## config.mk

```make
export PLATFORM = sky130hd
export DESIGN_NAME = sorted_priority_queue
export DESIGN_NICKNAME = d
export VERILOG_FILES = /design/src/sv/spq_pkg.sv /design/src/sv/spq_ram.sv /design/src/sv/sorted_priority_queue.sv
export SDC_FILE = /design/constraint.sdc
export NUM_CORES = 1
export LEC_CHECK = 0
export BUFFER_PORTS_ARGS = -buffer_cell sky130_fd_sc_hd__buf_2
export CORE_AREA = 10 10 259 261
export DETAILED_ROUTE_END_ITERATION = 10
export DIE_AREA = 0 0 269 271
export GPL_TIMING_DRIVEN = 0
export PLACE_DENSITY_LB_ADDON = 0.12
export REMOVE_ABC_BUFFERS = 1
export SLEW_MARGIN = 25
export SYNTH_ARGS = -nofsm -noshare
export SYNTH_HDL_FRONTEND = slang
export SYNTH_HIERARCHICAL = 1
export SYNTH_SLANG_ARGS = --single-unit
```

## constraint.sdc

```tcl
create_clock -name aclk -period 10.33 [get_ports aclk]
set_input_delay 1.5495 -clock aclk [delete_from_list [all_inputs] [get_ports aclk]]
set_output_delay 1.5495 -clock aclk [all_outputs]
set_load 0.01 [all_outputs]
```

## src/sv/spq_pkg.sv

```systemverilog
// Package for the sorted priority queue.
// Holds the entry layout, the action and status codes and the control states.
// No dependencies.
`default_nettype none

package spq_pkg;

    localparam int DATA_W  = 32;
    localparam int PRIO_W  = 16;
    localparam int OCC_W   = 5;

    typedef struct packed {
        logic [PRIO_W-1:0] prio;
        logic [DATA_W-1:0] data;
    } entry_t;

    localparam int ENTRY_W = $bits(entry_t);

    typedef enum logic {
        ACT_ENQ = 1'b0,
        ACT_DEQ = 1'b1
    } action_t;

    typedef enum logic [1:0] {
        ST_DONE  = 2'd0,
        ST_EMPTY = 2'd1,
        ST_FULL  = 2'd2
    } status_t;

    typedef enum logic [1:0] {
        S_IDLE,
        S_SCAN,
        S_INS,
        S_DEQ
    } state_t;

endpackage

`default_nettype wire

```

## src/sv/spq_ram.sv

```systemverilog
// Generic simple dual port RAM with one write port and a registered read port.
// Used for the entry store of the sorted priority queue. No dependencies.
`default_nettype none

module spq_ram #(
    parameter int WIDTH = 48,
    parameter int DEPTH = 16
) (
    input  wire logic                     aclk,
    input  wire logic                     we,
    input  wire logic [$clog2(DEPTH)-1:0] waddr,
    input  wire logic [WIDTH-1:0]         wdata,
    input  wire logic [$clog2(DEPTH)-1:0] raddr,
    output logic      [WIDTH-1:0]         rdata
);

    logic [WIDTH-1:0] mem [DEPTH];

    always_ff @(posedge aclk) begin
        if (we) begin
            mem[waddr] <= wdata;
        end
        rdata <= mem[raddr];
    end

endmodule

`default_nettype wire

```

## src/sv/sorted_priority_queue.sv

```systemverilog
// Sorted priority queue: entries live in a circular RAM kept in priority order.
// Dequeue reads the head, then loads the result; full or empty refusals are answered from idle.
// Enqueue into an empty queue writes the head slot directly; otherwise each stored entry
// with a higher priority value is shifted up one slot, one per cycle, by the
// read-compare-write loop on the RAM port. One word is in flight at a time.
// Synchronous active-low reset empties the queue; the RAM itself is not cleared.
`default_nettype none

module sorted_priority_queue #(
    parameter int DEPTH = 16
) (
    input  wire logic                               aclk,
    input  wire logic                               aresetn,
    input  wire logic                               s_valid,
    output logic                                    s_ready,
    input  wire logic                               s_action,
    input  wire logic signed [spq_pkg::DATA_W-1:0]  s_data_value,
    input  wire logic        [spq_pkg::PRIO_W-1:0]  s_prio,
    output logic                                    m_valid,
    input  wire logic                               m_ready,
    output logic             [1:0]                  m_status,
    output logic signed      [spq_pkg::DATA_W-1:0]  m_out_data,
    output logic             [spq_pkg::PRIO_W-1:0]  m_out_prio,
    output logic             [spq_pkg::OCC_W-1:0]   m_occupancy
);

    localparam int AW = $clog2(DEPTH);
    localparam int CW = $clog2(DEPTH + 1);

    spq_pkg::state_t state_reg, state_next;

    logic [AW-1:0] head_reg, head_next;
    logic [CW-1:0] count_reg, count_next;
    logic [AW-1:0] rd_ptr_reg, rd_ptr_next;
    logic [AW-1:0] wr_ptr_reg, wr_ptr_next;
    logic [AW-1:0] left_reg, left_next;
    spq_pkg::entry_t new_reg, new_next;

    logic                        m_valid_reg, m_valid_next;
    logic [1:0]                  m_status_reg, m_status_next;
    logic [spq_pkg::DATA_W-1:0]  m_data_reg, m_data_next;
    logic [spq_pkg::PRIO_W-1:0]  m_prio_reg, m_prio_next;
    logic [spq_pkg::OCC_W-1:0]   m_occ_reg, m_occ_next;

    logic                          ram_we;
    logic [AW-1:0]                 ram_waddr;
    logic [AW-1:0]                 ram_raddr;
    spq_pkg::entry_t               ram_wdata;
    logic [spq_pkg::ENTRY_W-1:0]   ram_rdata;
    spq_pkg::entry_t               rd_entry;

    logic             accept;
    logic             is_full;
    logic             is_empty;
    logic             shift_up;
    logic             out_load;
    logic [AW:0]      tail_sum;
    logic [AW-1:0]    tail;
    logic [AW-1:0]    tail_prev;
    logic [CW+spq_pkg::OCC_W-1:0] occ_wide;
    spq_pkg::entry_t  in_entry;

    function automatic logic [AW-1:0] ptr_inc(input logic [AW-1:0] p);
        ptr_inc = (p == AW'(DEPTH - 1)) ? '0 : p + AW'(1);
    endfunction

    function automatic logic [AW-1:0] ptr_dec(input logic [AW-1:0] p);
        ptr_dec = (p == '0) ? AW'(DEPTH - 1) : p - AW'(1);
    endfunction

    spq_ram #(
        .WIDTH (spq_pkg::ENTRY_W),
        .DEPTH (DEPTH)
    ) u_ram (
        .aclk  (aclk),
        .we    (ram_we),
        .waddr (ram_waddr),
        .wdata (ram_wdata),
        .raddr (ram_raddr),
        .rdata (ram_rdata)
    );

    assign rd_entry = spq_pkg::entry_t'(ram_rdata);
    assign in_entry = '{prio: s_prio, data: s_data_value};

    assign s_ready  = (state_reg == spq_pkg::S_IDLE) && (!m_valid_reg || m_ready);
    assign accept   = s_valid && s_ready;
    assign is_full  = (count_reg == CW'(DEPTH));
    assign is_empty = (count_reg == '0);
    assign shift_up = (rd_entry.prio > new_reg.prio);

    assign tail_sum  = {1'b0, head_reg} + {1'b0, count_reg[AW-1:0]};
    assign tail      = (tail_sum >= (AW+1)'(DEPTH)) ? AW'(tail_sum - (AW+1)'(DEPTH))
                                                    : tail_sum[AW-1:0];
    assign tail_prev = ptr_dec(tail);

    always_comb begin
        state_next = state_reg;
        case (state_reg)
            spq_pkg::S_IDLE: begin
                if (accept) begin
                    if (s_action == spq_pkg::ACT_ENQ) begin
                        if (!is_full && !is_empty) begin
                            state_next = spq_pkg::S_SCAN;
                        end
                    end else if (!is_empty) begin
                        state_next = spq_pkg::S_DEQ;
                    end
                end
            end
            spq_pkg::S_SCAN: begin
                if (!shift_up) begin
                    state_next = spq_pkg::S_IDLE;
                end else if (left_reg == '0) begin
                    state_next = spq_pkg::S_INS;
                end
            end
            spq_pkg::S_INS: begin
                state_next = spq_pkg::S_IDLE;
            end
            spq_pkg::S_DEQ: begin
                state_next = spq_pkg::S_IDLE;
            end
            default: begin
                state_next = spq_pkg::S_IDLE;
            end
        endcase
    end

    always_comb begin
        head_next     = head_reg;
        count_next    = count_reg;
        rd_ptr_next   = rd_ptr_reg;
        wr_ptr_next   = wr_ptr_reg;
        left_next     = left_reg;
        new_next      = new_reg;
        ram_we        = 1'b0;
        ram_waddr     = wr_ptr_reg;
        ram_wdata     = new_reg;
        ram_raddr     = tail_prev;
        out_load      = 1'b0;
        m_status_next = m_status_reg;
        m_data_next   = m_data_reg;
        m_prio_next   = m_prio_reg;
        case (state_reg)
            spq_pkg::S_IDLE: begin
                new_next    = in_entry;
                rd_ptr_next = tail_prev;
                wr_ptr_next = tail;
                left_next   = AW'(count_reg - CW'(1));
                if (s_action == spq_pkg::ACT_DEQ) begin
                    ram_raddr = head_reg;
                end
                if (accept) begin
                    if (s_action == spq_pkg::ACT_ENQ) begin
                        if (is_full) begin
                            out_load      = 1'b1;
                            m_status_next = spq_pkg::ST_FULL;
                            m_data_next   = '0;
                            m_prio_next   = '0;
                        end else if (is_empty) begin
                            ram_we        = 1'b1;
                            ram_waddr     = head_reg;
                            ram_wdata     = in_entry;
                            count_next    = count_reg + CW'(1);
                            out_load      = 1'b1;
                            m_status_next = spq_pkg::ST_DONE;
                            m_data_next   = '0;
                            m_prio_next   = '0;
                        end
                    end else if (is_empty) begin
                        out_load      = 1'b1;
                        m_status_next = spq_pkg::ST_EMPTY;
                        m_data_next   = '0;
                        m_prio_next   = '0;
                    end
                end
            end
            spq_pkg::S_SCAN: begin
                ram_we    = 1'b1;
                ram_waddr = wr_ptr_reg;
                ram_raddr = ptr_dec(rd_ptr_reg);
                if (shift_up) begin
                    ram_wdata   = rd_entry;
                    wr_ptr_next = rd_ptr_reg;
                    rd_ptr_next = ptr_dec(rd_ptr_reg);
                    left_next   = left_reg - AW'(1);
                end else begin
                    ram_wdata     = new_reg;
                    count_next    = count_reg + CW'(1);
                    out_load      = 1'b1;
                    m_status_next = spq_pkg::ST_DONE;
                    m_data_next   = '0;
                    m_prio_next   = '0;
                end
            end
            spq_pkg::S_INS: begin
                ram_we        = 1'b1;
                ram_waddr     = wr_ptr_reg;
                ram_wdata     = new_reg;
                count_next    = count_reg + CW'(1);
                out_load      = 1'b1;
                m_status_next = spq_pkg::ST_DONE;
                m_data_next   = '0;
                m_prio_next   = '0;
            end
            spq_pkg::S_DEQ: begin
                head_next     = ptr_inc(head_reg);
                count_next    = count_reg - CW'(1);
                out_load      = 1'b1;
                m_status_next = spq_pkg::ST_DONE;
                m_data_next   = rd_entry.data;
                m_prio_next   = rd_entry.prio;
            end
            default: begin
                out_load = 1'b0;
            end
        endcase
        occ_wide     = {{spq_pkg::OCC_W{1'b0}}, count_next};
        m_occ_next   = out_load ? occ_wide[spq_pkg::OCC_W-1:0] : m_occ_reg;
        m_valid_next = out_load || (m_valid_reg && !m_ready);
    end

    always_ff @(posedge aclk) begin
        if (!aresetn) begin
            state_reg   <= spq_pkg::S_IDLE;
            head_reg    <= '0;
            count_reg   <= '0;
            m_valid_reg <= 1'b0;
        end else begin
            state_reg   <= state_next;
            head_reg    <= head_next;
            count_reg   <= count_next;
            m_valid_reg <= m_valid_next;
        end
    end

    always_ff @(posedge aclk) begin
        rd_ptr_reg   <= rd_ptr_next;
        wr_ptr_reg   <= wr_ptr_next;
        left_reg     <= left_next;
        new_reg      <= new_next;
        m_status_reg <= m_status_next;
        m_data_reg   <= m_data_next;
        m_prio_reg   <= m_prio_next;
        m_occ_reg    <= m_occ_next;
    end

    assign m_valid     = m_valid_reg;
    assign m_status    = m_status_reg;
    assign m_out_data  = m_data_reg;
    assign m_out_prio  = m_prio_reg;
    assign m_occupancy = m_occ_reg;

endmodule

`default_nettype wire

```

==> metrics list, run 1 <==
- Total Die Area: roughly 73,000 um^2
- Summed over all cells, the static leakage comes to around 15 nW.
* Number of sinks handled by clock tree synthesis: roughly 940
- H-tree depth: 3
- Summing all multi-input logic gate instances after layout gives 8740 um^2.
* Worst R2R Start: state_reg[1]$_SDFFE_PN0P_
* Met3 wire length: about 8.3 mm
- Count of final setup violators: 0
- Leftover overflow at the end of global routing: 0
* Share of the yosys chip area belonging to registers: between 70 and 80%
- Diodes inserted: 0
- Before CTS, the worst setup slack after placement is between 4 and 5 ns.
- By startpoint and endpoint, the worst setup path is classified as in -> reg.
- Flip-flop and latch count after synthesis: between 900 and 1,000
- Top layer used by detailed routing: met4
* Status: finished, final reports clean
* Max-slew headroom at the worst pin: 46.7%
* Flip-flop count of the largest register after layout: between 700 and 800
* Most common cell after layout, fill and taps aside: edfxtp_1
- Using the TritonRoute via totals, the vias-per-cell ratio works out to 6.64.
- The net count of the finished layout is about 2,200.
- CTS tree: done
* Hold WS: about 0.56 ns
* Fmax achieved: 0.181 GHz
- In this run the remaining antenna-violating nets after routing total 0.
- Worst Min Path Start: u_ram/rdata[0]$_DFF_P_
- In the final layout, the share of cells above drive strength 1 is approximately 30%.
* Number of distinct library cells after synthesis: 60
- Min-delay worst type: reg -> reg
- Post-synthesis async set-or-reset flop share: 0%
- Count of fill cells added during filler insertion: between 3,000 and 4,000
- Setup repair after global routing left no endpoint under its margin.
- Ports placed on the boundary: between 100 and 150
- Core Footprint: 61,600 um^2
* Final number of hold-violating endpoints: 0
* DP Wirelength: approximately 60 mm
- Tightest Pin Transition: about 0.8 ns
- Tracing the worst setup path back leads to its startpoint at s_action.
- Max cap viols: 0
- Top_reg_cell synth: edfxtp_1
- Routability congestion estimate from global placement: roughly 0.81
* Most frequent cells in the layout: edfxtp_1 (883), mux4_2 (192), buf_2 (118), a22oi_1 (112), clkbuf_16 (93)
- Total Neg Setup Slack: 0 ns
- Global-route wire length before repair: about 140 mm
- Part of the cycle the worst path needs: roughly 54%
- Die height: between 200 and 300 um
- Across every metal layer, demand over resource in global routing totals about a quarter.
* Avg WL per Cell: about 30 um
- Largest clock skew in the final design: roughly 0.022 ns
- The average instance in the mapped netlist occupies ~20 um^2.
* Pre-antenna DRT Iters: 7
- Synth warnings: 6
* Worst Path Max Fanout: 17
- Signed area change from the synthesized netlist to the final layout: 19.5%
- Measured along the x axis, the die boundary spans roughly 270 um.
- Number of antenna violations at the first check in global routing: 1
* Number of placed cells counting well taps: approximately 2,900
- Clock buffers created by TritonCTS: just over 90
- After clock tree synthesis, the clock-pin slew on the worst setup and hold paths is approximately 0.060 ns.
- Entering global routing, the biggest net connects slightly above 50 pins.
- The via count of the first global-routing pass was between 20,000 and 25,000.
* Routed wire length: 92.0 mm
- The tree is rooted in a clkbuf_16.
- Sort of element at the end of the critical path: register
- After layout, the minimum clock period comes to between 5 and 6 ns.
* Remaining design rule violation count: 0
- Type of origin of the critical path: input pin
- WP data required: ~11 ns
* Hold buffers post-CTS: 0
- Initial core utilization: 59.8%
- After the flow finishes, the layout carries non-filler instances totaling 3,030.
- Routed met2 length: 44.9 mm
- Number of enable flip-flop cells after synthesis: a little under 900
- Via count: 20,100
- Worst vdd ir: about 0.25 mV
* Number of buffers added on ports: between 100 and 150
- Postcts setup bufs: 0
- The clock reaches the later pin of the worst-skew pair after about 0.64 ns.
- The initialized floorplan defines 91 standard-cell rows.
- Summing all flip-flop and latch instances after layout gives between 20,000 and 30,000 um^2.
- The detailed router put a total of about 36 mm of wire on met1.
* Max-slew violation count: 0
- Arrival time of the worst setup path: between 5 and 6 ns
- Area of all placed cells without fillers: roughly 44,000 um^2
* Post-Synthesis Cell Area: about 37,000 um^2
* Cell area power density: approximately 370 nW/um^2
- Worst setup margin: slightly below 5 ns
- Post-CTS resize count: 0
- The longest clock path from root to sink contains 3 buffers.
* Post-synthesis instance total: between 1,500 and 2,000
- Iter 0 DRT Violations: around 2,300
* Placed cell areas: ~40,000 um^2
synthesized netlist by cell type (4+ instances only):
cell type,number,area [um^2]
inv_1,31,116
mux2i_1,8,80.1
o21a_1,4,30.0
dfxtp_1,60,1200
nor3_1,10,50.1
mux4_2,192,4320
and2_1,6,37.5
a21oi_1,21,105
xnor2_1,6,52.6
nand3_1,55,275
a221o_1,34,340
o211a_1,34,340
ha_1,32,400
buf_4,18,135
and3_1,4,25.0
mux2_2,6,67.6
nand2b_1,5,31.3
xor2_1,6,52.6
nor2_1,42,158
o21ai_0,15,75.1
buf_1,20,75.1
clkbuf_1,60,225
a22o_1,49,429
a22oi_1,112,841
nor2b_1,7,43.8
nand2_1,78,293
a211oi_1,4,30.0
edfxtp_1,883,26500
buf_2,7,35.0
kinds of logic (layout without fill, tap and decap cells):
kind of cell / Yosys count / in the layout / share of synthesized area, %
flip-flops: 943 / 943 / 75.2
AO/OA/AOI/OAI: 303 / 303 / 6.69
AND/OR/NAND/NOR: 223 / 223 / 2.85
multiplexers: 206 / 206 / 12.1
buffers and inverters: 140 / 473 / 1.69
adder cells (fa/ha/maj): 33 / 33 / 1.14
XOR/XNOR: 12 / 12 / 0.285
layout make-up:
cell class	count	share of cell area (%)
Inverter	32	0.273
Clock inverter	45	1.25
Clock buffer	124	5.69
Multi-Input combinational cell	777	19.9
Timing Repair Buffer	272	7.62
Tap cell	837	2.38
Sequential cell	943	62.9
stage by stage:
step / power, mW / util (%)
4_1_cts: 16.5 / 71.5
5_1_grt: 17.2 / 71.5
3_5_place_dp: 13.1 / 66.5
6_report: 16.5 / 71.5
2_1_floorplan: 10.7 / -
3_3_place_gp: 11.8 / 61.6
routing by layer:
layer	track usage [%]	vias up
met4	8.86	0
met3	4.76	180
met2	40.8	1063
met5	0	-
met1	35.5	10600
li1	-	8303
worst max-delay path, stage by stage:
cell	delay, ns
buf_2	0.19
nor4b_1	0.47
nand4_1	0.23
nor2_4	0.57
buf_16	0.25
mux2_2	0.40
or3b_2	0.62
nor3_2	0.62
buf_4	0.31
buf_6	0.17
buf_6	0.16
buf_6	0.15
buf_6	0.14
final timing paths:
path	endpoint	slack, ns	depth (start not counted)
worst max register to register	u_ram/mem[0][7]$_DFFE_PP_	5.13	14
worst min register to register	m_out_data[0]$_DFFE_PP_	0.56	1
worst max-delay path	u_ram/mem[0][7]$_DFFE_PP_	4.80	13
worst min-delay path	m_out_data[0]$_DFFE_PP_	0.56	1
power by group:
part / internal [mW] / switching, mW / total (mW) / leakage [nW]
clock network: 2.02 / 1.39 / 3.41 / 1.49
registers: 5.86 / 0.325 / 6.19 / 8.58
logic: 2.98 / 3.89 / 6.87 / 5.13
No activity file was read; power rests on OpenSTA's default activity.
==> run 2: changes to the inputs <==
Settings changed: CORE_AREA 10 10 259 261 to 10 10 268 270, DIE_AREA 0 0 269 271 to 0 0 278 280.
Clock period 10.33 ns to 5 ns, I/O delays scaled along.
==> run 2 against run 1 <==
  * Die area is 6.8% higher
  * Via count decreased by 1.5%
  * Cell area stayed put
  * Final cell count grew 1.3%
  * First-iteration DRC count decreased by 15%
  * Largest cell class unchanged
==> metrics list, run 2 (synthesis results as in run 1) <==
* Worst vdd ir: between 0.4 and 0.5 mV
* Sort of element at the end of the critical path: register
- The initial utilization of the core area, before any placement, comes to 55.4%.
* Total Die Area: a little under 80,000 um^2
- Via count: between 15,000 and 20,000
- Core Footprint: 66,600 um^2
- Of the cells placed in the final design, the portion with a size suffix greater than 1 is 29.5%.
* Worst Path Max Fanout: 20
- Most frequent cells in the layout: edfxtp_1 (883), mux4_2 (192), buf_2 (120), a22oi_1 (112), clkbuf_16 (95)
* RSZ-0062 raised after global routing: no
- STA puts the critical path data arrival time at slightly above 5 ns.
- The clock passes through at most 3 buffers.
- The number of hold violations in the final report was 0.
- Dividing the final minimum period by the clock period gives a little over nine tenths.
- At the end of the flow the core is filled with cells to between 60% and 70%.
* Routability congestion estimate from global placement: 0.787
- Measured against its own limit, the worst slew margin works out to a little over two fifths.
- Min-delay worst type: in -> reg
- The tree built by TritonCTS fans out to approximately 940 sinks.
* Clk_lat worst skew: ~0.64 ns
* Clock root buffer: clkbuf_16
* Die height: about 280 um
- For this design, the CTS-stage hold fixing added 0 buffers.
- Cell area power density: ~770 nW/um^2
- Setup violations remaining at the end of the flow were counted as 0.
- Port buffering added between 100 and 150 buffers.
- Entering global routing, the biggest net connects 45 pins.
- Max cap viols: 0
- Net switching is 33.7% of the power.
* Worst setup margin: 0.215 ns
- In the global route stage, overall resource usage came out at between 20 and 25%.
- The register with the most flip-flops in the layout has roughly 770 of them.
* Count of fill cells added during filler insertion: roughly 4,300
* Routed wire length: roughly 90 mm
* Reported net switching power: between 10 and 15 mW
* Via count of the first global-routing pass: between 20,000 and 25,000
- Max-slew violation count: 0
* Most common cell after layout, fill and taps aside: edfxtp_1
- In the final layout, flip-flops and latches occupy 27,700 um^2.
- The clock arrives with about 0.020 ns of skew.
- Cell internal power was estimated by the tool at 22.4 mW.
- After legalization and detailed placement, the total HPWL measured ~60 mm.
- In this run the remaining antenna-violating nets after routing total 0.
* Leftover overflow at the end of global routing: 0
- Type of origin of the critical path: register
- The critical path is of the reg -> reg type.
- In the routed layout, each cell is associated on average with a via count of around 6.5.
- Based on the critical path, the design can be clocked at up to ~0.21 GHz.
- Width of the die: around 280 um
- The repair_antennas step left the layout with diodes totalling 0.
- For the pin with the worst max-slew slack, the measured transition is 0.850 ns.
- WP data required: 5.33 ns
- Status: finished, final reports clean
* Global-route wire length before repair: between 100 and 150 mm
- Clock-pin slew was measured on the worst setup and hold paths at 0.06 ns.
* Worst slack after detailed placement: -0.244 ns
- Clock buffers created by TritonCTS: 92
* Final net count: ~2,200
- For this block, the initial DRC count from the detailed router was between 1,500 and 2,000.
* H-tree depth: 3
- The placed instances occupy a cell area of between 40,000 and 50,000 um^2.
* Relative contribution of sequential cells to total power: 37.7%
* Total chip power: roughly 34 mW
* Number of antenna violations at the first check in global routing: 0
- The analysis attributes to cell leakage a power of approximately 15 nW.
- In the routed design, unresolved DRC markers number 0.
* Clock network fraction of total power: 20.7%
* Area of all placed cells without fillers: 44,000 um^2
- Number of placement rows: 95
- Summing all multi-input logic gate instances after layout gives around 9000 um^2.
* Portion of total power attributed to combinational logic: 41.6%
- Pre-antenna DRT Iters: 7
- During I/O placement, the number of pins put on the boundary was 110.
* Avg WL per Cell: roughly 29 um
* Signed area change from the synthesized netlist to the final layout: 19.5%
- Post-route minimum period: 4.79 ns
* CTS tree: done
## run 2: per-stage QoR
| stage | setup TNS, ns | hold slack (ns) | cells |
|---|---|---|---|
| global placement | - | 0.540 | 2734 |
| CTS | 0 | 0.277 | 3069 |
| global route | 0 | 0.293 | 3069 |
| floorplan | -4681.19 | 0.504 | 1752 |
| finish | 0 | 0.304 | 3069 |
| detailed placement | -0.709 | 0.548 | 2896 |
## run 2: area by class of cell
cell class / count / area share, %
inverter: 32 / 0.273
clock inverter: 34 / 0.898
timing repair buffer: 273 / 7.43
sequential: 943 / 62.9
multi-input combinational: 777 / 19.9
tap: 873 / 2.48
clock buffer: 137 / 6.10
## run 2: layer usage
layer / vias to the layer above / track usage, % / routed length, um
met4: 0 / 7.62 / 2560
li1: 8316 / - / -
met3: 153 / 3.29 / 6710
met5: - / 0 / 0
met2: 870 / 36.9 / 43700
met1: 10500 / 31.9 / 36800
## run 2: timing repair
item                       4_1_cts  5_1_grt
pin swaps                        2        1
setup endpoints to repair        3        9
buffers inserted                 2        1
resized for setup                1        3
## run 2: final timing paths
check	from	to	slack, ns	depth (start not counted)
worst min register to register	u_ram/rdata[14]$_DFF_P_	m_out_data[14]$_DFFE_PP_	0.56	1
worst max register to register	count_reg[0]$_SDFF_PN0_	u_ram/mem[0][19]$_DFFE_PP_	0.21	13
worst min-delay path	s_data_value[4]	new_reg[4]$_DFFE_PP_	0.30	1
worst max-delay path	count_reg[0]$_SDFF_PN0_	u_ram/mem[0][19]$_DFFE_PP_	0.21	13
## run 2: power groups by stage
| stage | Combinational [mW] | Sequential, mW | Clock, mW |
|---|---|---|---|
| 2_1_floorplan | 6.52 | 12.8 | 0 |
| 3_3_place_gp | 8.11 | 12.6 | 0 |
| 3_5_place_dp | 14.0 | 12.9 | 0 |
| 4_1_cts | 14.1 | 12.7 | 7.12 |
| 6_report | 14.1 | 12.7 | 6.99 |
| 5_1_grt | 15.1 | 12.9 | 7.43 |
## run 2: critical path: stages (launching register included)
cell	delay, ns
dfxtp_2	0.39
inv_1	0.14
ha_1	0.17
nor4b_1	0.39
nand4_1	0.24
nor2_4	0.33
buf_16	0.22
mux2_2	0.40
or3b_2	0.61
nor3_2	0.57
buf_4	0.33
buf_4	0.22
buf_4	0.22
buf_4	0.22
